===== src/sv/fpmd_pkg.sv =====
// shared types, constants and helpers for the fixed-point multiply/divide unit
`default_nettype none

package fpmd_pkg;

    // operand and result word width
    localparam int WORD_W = 32;
    // default number of fraction bits
    localparam int FRAC_BITS_DEF = 16;
    // width of the long-division bit counter
    localparam int CNT_W = $clog2(WORD_W);

    // operation select codes
    localparam logic ACT_MUL = 1'b0;
    localparam logic ACT_DIV = 1'b1;

    // input transaction
    typedef struct packed {
        logic                     action;
        logic signed [WORD_W-1:0] operand_a;
        logic signed [WORD_W-1:0] operand_b;
    } fpmd_in_t;

    // output transaction
    typedef struct packed {
        logic signed [WORD_W-1:0] result;
        logic                     divide_by_zero;
    } fpmd_out_t;

    // start request to the divide sequencer
    typedef struct packed {
        logic              start;
        logic [WORD_W-1:0] dividend;
        logic [WORD_W-1:0] divisor;
    } div_req_t;

    // completion from the divide sequencer
    typedef struct packed {
        logic              done;
        logic [WORD_W-1:0] quotient;
    } div_rsp_t;

    // divide sequencer states
    typedef enum logic [2:0] {
        DIV_IDLE,
        DIV_OUTER,
        DIV_INNER,
        DIV_LONG,
        DIV_SUB,
        DIV_FIX,
        DIV_DONE
    } div_state_t;

    // unsigned magnitude of a two's complement word, most negative maps to 2^31
    function automatic logic [WORD_W-1:0] mag_word(input logic [WORD_W-1:0] v);
        logic [WORD_W-1:0] m;
        m = v[WORD_W-1] ? (WORD_W'(0) - v) : v;
        return m;
    endfunction

endpackage

`default_nettype wire


===== src/sv/fpmd_divider.sv =====
// iterative divide sequencer around one shared subtract/compare unit
`default_nettype none

module fpmd_divider #(
    parameter int FRAC_BITS = fpmd_pkg::FRAC_BITS_DEF
) (
    input  logic              clk,
    input  logic              rst_n,
    input  fpmd_pkg::div_req_t req,
    output fpmd_pkg::div_rsp_t rsp
);
    import fpmd_pkg::*;

    localparam int STEP_W = $clog2(FRAC_BITS + 1);
    localparam logic [STEP_W-1:0] STEP_MAX = STEP_W'(FRAC_BITS);

    div_state_t        state_reg, state_next;
    logic [WORD_W-1:0] num_reg, num_next;
    logic [WORD_W-1:0] den_reg, den_next;
    logic [WORD_W-1:0] quo_reg, quo_next;
    logic [WORD_W-1:0] rem_reg, rem_next;
    logic [STEP_W-1:0] steps_reg, steps_next;
    logic [CNT_W-1:0]  bit_reg, bit_next;
    logic              neg_reg, neg_next;

    logic [WORD_W:0]   sub_a;
    logic [WORD_W+1:0] sub_diff;
    logic              sub_borrow;
    logic              num_zero;
    logic              steps_done;
    logic              long_qbit;
    logic [WORD_W-1:0] long_rem;
    logic [WORD_W-1:0] long_quo;

    // shared subtractor: borrow means den is above the selected operand
    assign sub_a      = (state_reg == DIV_LONG) ? {rem_reg, num_reg[WORD_W-1]}
                                                : {1'b0, num_reg};
    assign sub_diff   = {1'b0, sub_a} - {2'b00, den_reg};
    assign sub_borrow = sub_diff[WORD_W+1];
    assign num_zero   = (num_reg == '0);
    assign steps_done = (steps_reg == STEP_MAX);

    // long division bit step
    assign long_qbit = ~sub_borrow;
    assign long_rem  = sub_borrow ? sub_a[WORD_W-1:0] : sub_diff[WORD_W-1:0];
    assign long_quo  = {num_reg[WORD_W-2:0], long_qbit};

    // next state
    always_comb
    begin
        state_next = state_reg;
        unique case (state_reg)
            DIV_IDLE:
            begin
                if (req.start)
                begin
                    state_next = DIV_OUTER;
                end
            end
            DIV_OUTER:
            begin
                if (num_zero || steps_done)
                begin
                    state_next = DIV_FIX;
                end
                else if (sub_borrow)
                begin
                    state_next = DIV_INNER;
                end
                else if (steps_reg == '0)
                begin
                    state_next = DIV_LONG;
                end
                else
                begin
                    state_next = DIV_SUB;
                end
            end
            DIV_INNER:
            begin
                if (!(sub_borrow && !steps_done))
                begin
                    state_next = DIV_SUB;
                end
            end
            DIV_LONG:
            begin
                if (bit_reg == '0)
                begin
                    state_next = DIV_OUTER;
                end
            end
            DIV_SUB:
            begin
                if (sub_borrow)
                begin
                    state_next = DIV_OUTER;
                end
            end
            DIV_FIX:
            begin
                if (steps_done)
                begin
                    state_next = DIV_DONE;
                end
            end
            DIV_DONE:
            begin
                state_next = DIV_IDLE;
            end
            default:
            begin
                state_next = DIV_IDLE;
            end
        endcase
    end

    // datapath updates per state
    always_comb
    begin
        num_next   = num_reg;
        den_next   = den_reg;
        quo_next   = quo_reg;
        rem_next   = rem_reg;
        steps_next = steps_reg;
        bit_next   = bit_reg;
        neg_next   = neg_reg;
        unique case (state_reg)
            DIV_IDLE:
            begin
                if (req.start)
                begin
                    num_next   = mag_word(req.dividend);
                    den_next   = mag_word(req.divisor);
                    quo_next   = '0;
                    steps_next = '0;
                    neg_next   = req.dividend[WORD_W-1] ^ req.divisor[WORD_W-1];
                end
            end
            DIV_OUTER:
            begin
                // prime the long division in case it runs next
                rem_next = '0;
                bit_next = '1;
            end
            DIV_INNER:
            begin
                // scale numerator up, or divisor down once numerator is full
                if (sub_borrow && !steps_done)
                begin
                    if (num_reg[WORD_W-1])
                    begin
                        den_next = den_reg >> 1;
                    end
                    else
                    begin
                        num_next = num_reg << 1;
                    end
                    quo_next   = quo_reg << 1;
                    steps_next = steps_reg + STEP_W'(1);
                end
            end
            DIV_LONG:
            begin
                // one quotient bit per cycle, quotient shifts into num
                rem_next = long_rem;
                num_next = long_quo;
                bit_next = bit_reg - CNT_W'(1);
                if (bit_reg == '0)
                begin
                    quo_next = quo_reg + long_quo;
                    num_next = long_rem;
                end
            end
            DIV_SUB:
            begin
                // small partial quotient by repeated subtraction
                if (!sub_borrow)
                begin
                    num_next = sub_diff[WORD_W-1:0];
                    quo_next = quo_reg + WORD_W'(1);
                end
            end
            DIV_FIX:
            begin
                // align the quotient for the unused shift steps
                if (!steps_done)
                begin
                    quo_next   = quo_reg << 1;
                    steps_next = steps_reg + STEP_W'(1);
                end
            end
            DIV_DONE:
            begin
            end
            default:
            begin
            end
        endcase
    end

    // completion output
    always_comb
    begin
        rsp.done     = (state_reg == DIV_DONE);
        rsp.quotient = neg_reg ? (WORD_W'(0) - quo_reg) : quo_reg;
    end

    // control registers
    always_ff @(posedge clk or negedge rst_n)
    begin
        if (!rst_n)
        begin
            state_reg <= DIV_IDLE;
        end
        else
        begin
            state_reg <= state_next;
        end
    end

    // datapath registers
    always_ff @(posedge clk)
    begin
        num_reg   <= num_next;
        den_reg   <= den_next;
        quo_reg   <= quo_next;
        rem_reg   <= rem_next;
        steps_reg <= steps_next;
        bit_reg   <= bit_next;
        neg_reg   <= neg_next;
    end

endmodule

`default_nettype wire


===== src/sv/fixed_point_mul_div_unit_core.sv =====
// Signed fixed-point multiply/divide unit, top level.
// Multiply: product captured into a holding register, then passed to the output register;
// a new command is taken only once the holding register has moved on.
// Divide: sequenced on one shared 33-bit subtractor: a long division at most once, then
// one shift or subtract per cycle.
// Zero divisor answers like a multiply. Reset clears control state only.
`default_nettype none

module fixed_point_mul_div_unit_core #(
    parameter int FRAC_BITS = fpmd_pkg::FRAC_BITS_DEF
) (
    input  logic               clk,
    input  logic               rst_n,
    input  logic               cmd_valid,
    output logic               cmd_stall,
    input  fpmd_pkg::fpmd_in_t cmd,
    output logic               res_valid,
    input  logic               res_stall,
    output fpmd_pkg::fpmd_out_t res
);
    import fpmd_pkg::*;

    logic                       cmd_accept;
    logic                       is_div;
    logic                       div_zero;
    logic signed [2*WORD_W-1:0] prod;
    div_req_t                   div_req;
    div_rsp_t                   div_rsp;

    logic      busy_reg;
    logic      pend_valid_reg;
    fpmd_out_t pend_reg;
    logic      res_valid_reg;
    fpmd_out_t res_reg;
    logic      pend_move;

    assign cmd_stall  = busy_reg | pend_valid_reg;
    assign cmd_accept = cmd_valid & ~cmd_stall;
    assign is_div     = (cmd.action == ACT_DIV);
    assign div_zero   = (cmd.operand_b == '0);

    // full signed product, fraction bits dropped at capture
    assign prod = $signed(cmd.operand_a) * $signed(cmd.operand_b);

    // divide request
    always_comb
    begin
        div_req.start    = cmd_accept & is_div & ~div_zero;
        div_req.dividend = cmd.operand_a;
        div_req.divisor  = cmd.operand_b;
    end

    fpmd_divider #(
        .FRAC_BITS (FRAC_BITS)
    ) u_divider (
        .clk   (clk),
        .rst_n (rst_n),
        .req   (div_req),
        .rsp   (div_rsp)
    );

    // holding register moves to the output stage when it is free
    assign pend_move = pend_valid_reg & (~res_valid_reg | ~res_stall);

    // control state
    always_ff @(posedge clk or negedge rst_n)
    begin
        if (!rst_n)
        begin
            busy_reg       <= 1'b0;
            pend_valid_reg <= 1'b0;
            res_valid_reg  <= 1'b0;
        end
        else
        begin
            if (div_req.start)
            begin
                busy_reg <= 1'b1;
            end
            else if (div_rsp.done)
            begin
                busy_reg <= 1'b0;
            end

            if ((cmd_accept && !div_req.start) || div_rsp.done)
            begin
                pend_valid_reg <= 1'b1;
            end
            else if (pend_move)
            begin
                pend_valid_reg <= 1'b0;
            end

            if (pend_move)
            begin
                res_valid_reg <= 1'b1;
            end
            else if (!res_stall)
            begin
                res_valid_reg <= 1'b0;
            end
        end
    end

    // result payload
    always_ff @(posedge clk)
    begin
        if (cmd_accept && !div_req.start)
        begin
            if (is_div)
            begin
                pend_reg.result         <= '0;
                pend_reg.divide_by_zero <= 1'b1;
            end
            else
            begin
                pend_reg.result         <= prod[FRAC_BITS +: WORD_W];
                pend_reg.divide_by_zero <= 1'b0;
            end
        end
        else if (div_rsp.done)
        begin
            pend_reg.result         <= div_rsp.quotient;
            pend_reg.divide_by_zero <= 1'b0;
        end

        if (pend_move)
        begin
            res_reg <= pend_reg;
        end
    end

    assign res_valid = res_valid_reg;
    assign res       = res_reg;

endmodule

`default_nettype wire

===== config.mk =====
export PLATFORM = sky130hd
export DESIGN_NAME = fixed_point_mul_div_unit_core
export DESIGN_NICKNAME = d
export VERILOG_FILES = /design/src/sv/fpmd_pkg.sv /design/src/sv/fpmd_divider.sv /design/src/sv/fixed_point_mul_div_unit_core.sv
export SDC_FILE = /design/constraint.sdc
export NUM_CORES = 2
export LEC_CHECK = 0
export BUFFER_PORTS_ARGS = -buffer_cell sky130_fd_sc_hd__buf_2
export CAP_MARGIN = 20
export CORE_AREA = 3 3 333 302
export CTS_BUF_LIST = sky130_fd_sc_hd__clkbuf_4
export DETAILED_ROUTE_END_ITERATION = 7
export DIE_AREA = 0 0 336 305
export SLEW_MARGIN = 15
export SYNTH_ARGS = -nofsm -noshare
export SYNTH_HDL_FRONTEND = slang
export SYNTH_HIERARCHICAL = 1
export SYNTH_SLANG_ARGS = --single-unit

===== constraint.sdc =====
create_clock -name clk -period 6.53 [get_ports clk]
set_input_delay 0.653 -clock clk [delete_from_list [all_inputs] [get_ports clk]]
set_output_delay 0.653 -clock clk [all_outputs]
set_load 0.1 [all_outputs]

==> summary.txt <==
Outcome
  – Outcome: finished, violations left
  – Failing checks: negative setup slack

Worst setup path
  – CP Data Required Time: 7.01 ns
  – Setup crit end kind: flip-flop
  – Critical path class: in -> reg
  – Crit path arrival time: 7.35 ns
  – Crit start category: primary input
  – CP peak stage delay: 0.55 ns
  – Cell at the slowest stage of the critical path: fa_1
  – Most frequent cell on the critical path: fa_1
  – Worst Path Max Fanout: 9

STA
  – Final hold vios: 0
  – Final slew viol count: 0
  – Final critical-path share of the clock period: 105%
  – RSZ-0062 raised after global routing: yes
  – Min Tclk post-route: 6.87 ns
  – Max-slew headroom: 26.8%
  – Peak Freq: 0.145 GHz
  – Setup ws final: -0.343 ns
  – Setup Skew: 0.0477 ns
  – Final setup fails: 24
  – Worst-Margin Slew: 1.10 ns

GRT
  – Largest net degree at the start of global routing: 64
  – GR Overflow Total: 0
  – Met2 Track Usage GR: 41.3%
  – Vias in the first global route: 36,100
  – GRT Max-Usage Layer: met1
  – Met3 Use GR: 4.99%
  – Grt met1 use: 41.4%
  – First-pass GRT wire length: 216,000 µm
  – Total track usage: 27.5%
  – Number of antenna violations at the first check in global routing: 6

Placed design
  – Dpl ws: -1.29 ns
  – IO buf count: 103
  – Final Wtd Congestion: 0.922
  – Placed cells: 6,326
  – Post-DP HPWL: 114,000 µm

Clock network
  – Clock transition at path regs: 0.07 ns
  – CTS tree: built
  – H-tree level count: 2
  – Sink Count: 211
  – Clk_lat worst skew: 0.75 ns
  – Max clock buf depth: 3
  – Root buf cell: clkbuf_4
  – Num CTS Buffers: 58

Layout
  – Final Instance Count excl. Fillers: 6,482
  – Share of cells above drive strength 1: 18.0%
  – Area Growth Syn to Fin: 18.4%
  – Fill count: 8,990
  – Fin nets: 6,301

Floorplanning
  – Die Area: 0.102 mm²
  – Initial Util: 44.8%
  – Placement row count: 109
  – Core area: 0.0976 mm²
  – DIE WIDTH: 336 µm
  – # IOs: 104
  – Die H: 305 µm

Synth
  – Post-Synthesis Cells: 4,733
  – Asr flop ratio synth: 2.84%
  – Avg Cell Area, Syn: 9.24 µm²
  – Number of library cell types mapped by synthesis: 91
  – EDFF count, synth: 205
  – Main synth FF type: edfxtp_1
  – Leading area contributor after synthesis: fa_1
  – Synth top area cells: fa_1 (38%), edfxtp_1 (14%), inv_1 (7.4%)
  – #FFs+latches synth: 211
  – Syn_nets: 5,874
  – Synthesis Warnings: 6
  – Post-synth top area share: 38.4%
  – Cell with the most instances after synthesis: inv_1
  – Register area share after synthesis: 14.4%
  – Synth top cells by count: inv_1 (860), fa_1 (840), nand2_1 (731)
  – Synthesized area: 0.0437 mm²

Routing
  – DRC violations left: 0
  – Vias/cell: 5.38
  – ANT nets after route: 0
  – Routed WL per cell: 21.6 µm
  – Drt pass-1 iters: 8
  – DR vias: 34,900
  – Iter 0 DRT Violations: 2,911
  – Final WL: 140,000 µm

Hold path
  – Hold WC Path Type: in -> reg

Flow run
  – MaxCap Viol Count: 0
[worst max-delay path, delay by kind of cell]
family | cells | cell delay [ns]
adder cells (fa/ha/maj) | 9 | 4.13
buffers and inverters | 9 | 0.70
XOR/XNOR | 1 | 0.12
AO/OA/AOI/OAI | 8 | 1.58
AND/OR/NAND/NOR | 1 | 0.17
[cells in the final DEF (no fill, tap or decap), types with 44 or more instances in the layout]
cell type and count:
fa_1 795, nand2_1 727, ha_1 210, a21o_1 44, xnor2_1 129, edfxtp_1 205
xor2_1 70, clkbuf_4 86, fa_2 45, inv_1 839, buf_6 48, buf_12 47
buf_4 437, and2_1 433, o21ai_0 149, nor2_1 105, a21oi_1 73, buf_2 53
[per-stage QoR]
stage / hold slack [ns] / util (%) / setup TNS [ns] / area (µm²)
2_1_floorplan: 0.357 / - / -9.97 / 44200
3_3_place_gp: 0.406 / 50.2 / -31.98 / 49000
3_5_place_dp: 0.405 / 50.3 / -33.35 / 49100
4_1_cts: 0.133 / 52.3 / -2.82 / 51100
5_1_grt: 0.135 / 53.0 / -9.87 / 51800
6_report: 0.173 / 53.0 / -5.26 / 51800
[cell families (layout without fill, tap and decap cells)]
family | after synthesis | in the layout | share of synthesized area [%]
AO/OA/AOI/OAI | 559 | 559 | 8.66
XOR/XNOR | 213 | 213 | 4.26
adder cells (fa/ha/maj) | 1072 | 1072 | 45.1
buffers and inverters | 1110 | 1580 | 9.64
flip-flops | 211 | 211 | 14.4
multiplexers | 30 | 30 | 0.686
other | 0 | 3 | 0
AND/OR/NAND/NOR | 1538 | 1538 | 17.3
[final timing paths]
kind	start	to	slack (ns)	cells after the start
worst max-delay path	cmd[44]	pend_reg[22]	-0.34	28
worst min-delay path	res_stall	res_valid	0.17	2
worst max register to register	u_divider/state_reg[1]	u_divider/quo_reg[31]	0.42	28
worst min register to register	pend_reg[4]	res[4]	0.42	0
max in group asynchronous	rst_n	u_divider/state_reg[2]	6.05	2
min in group asynchronous	rst_n	res_valid	0.29	2
[routing by layer]
layer	wire length [µm]	up-vias	share of wire [%]
li1	-	15700	-
met1	63200	17600	45
met2	60500	1440	43
met3	12700	168	9.1
met4	3370	2	2.4
met5	13	-	0.0093
[timing repair]
item	4_1_cts	5_1_grt
cloned	7	3
hold endpoints to repair	6	0
endpoints found under the setup margin	28	32
gates resized for setup	244	105
hold buffers	1	0
pin swaps	160	85
setup buffers	25	20
[cell type report]
cell class,count,area [µm²],area share (%)
flip-flops and latches,211,6310,12.2
clock buffers,85,638,1.23
clock inverters,18,83.8,0.162
diodes,3,7.51,0.0145
multi-input cells,3412,34200,66.1
repair buffers,617,5700,11.0
well taps,1276,1600,3.08
inverters,860,3230,6.24
Power is left out: the tool's default activity adds up to more than one toggle a clock period on the data nets, which glitch-free logic cannot reach.
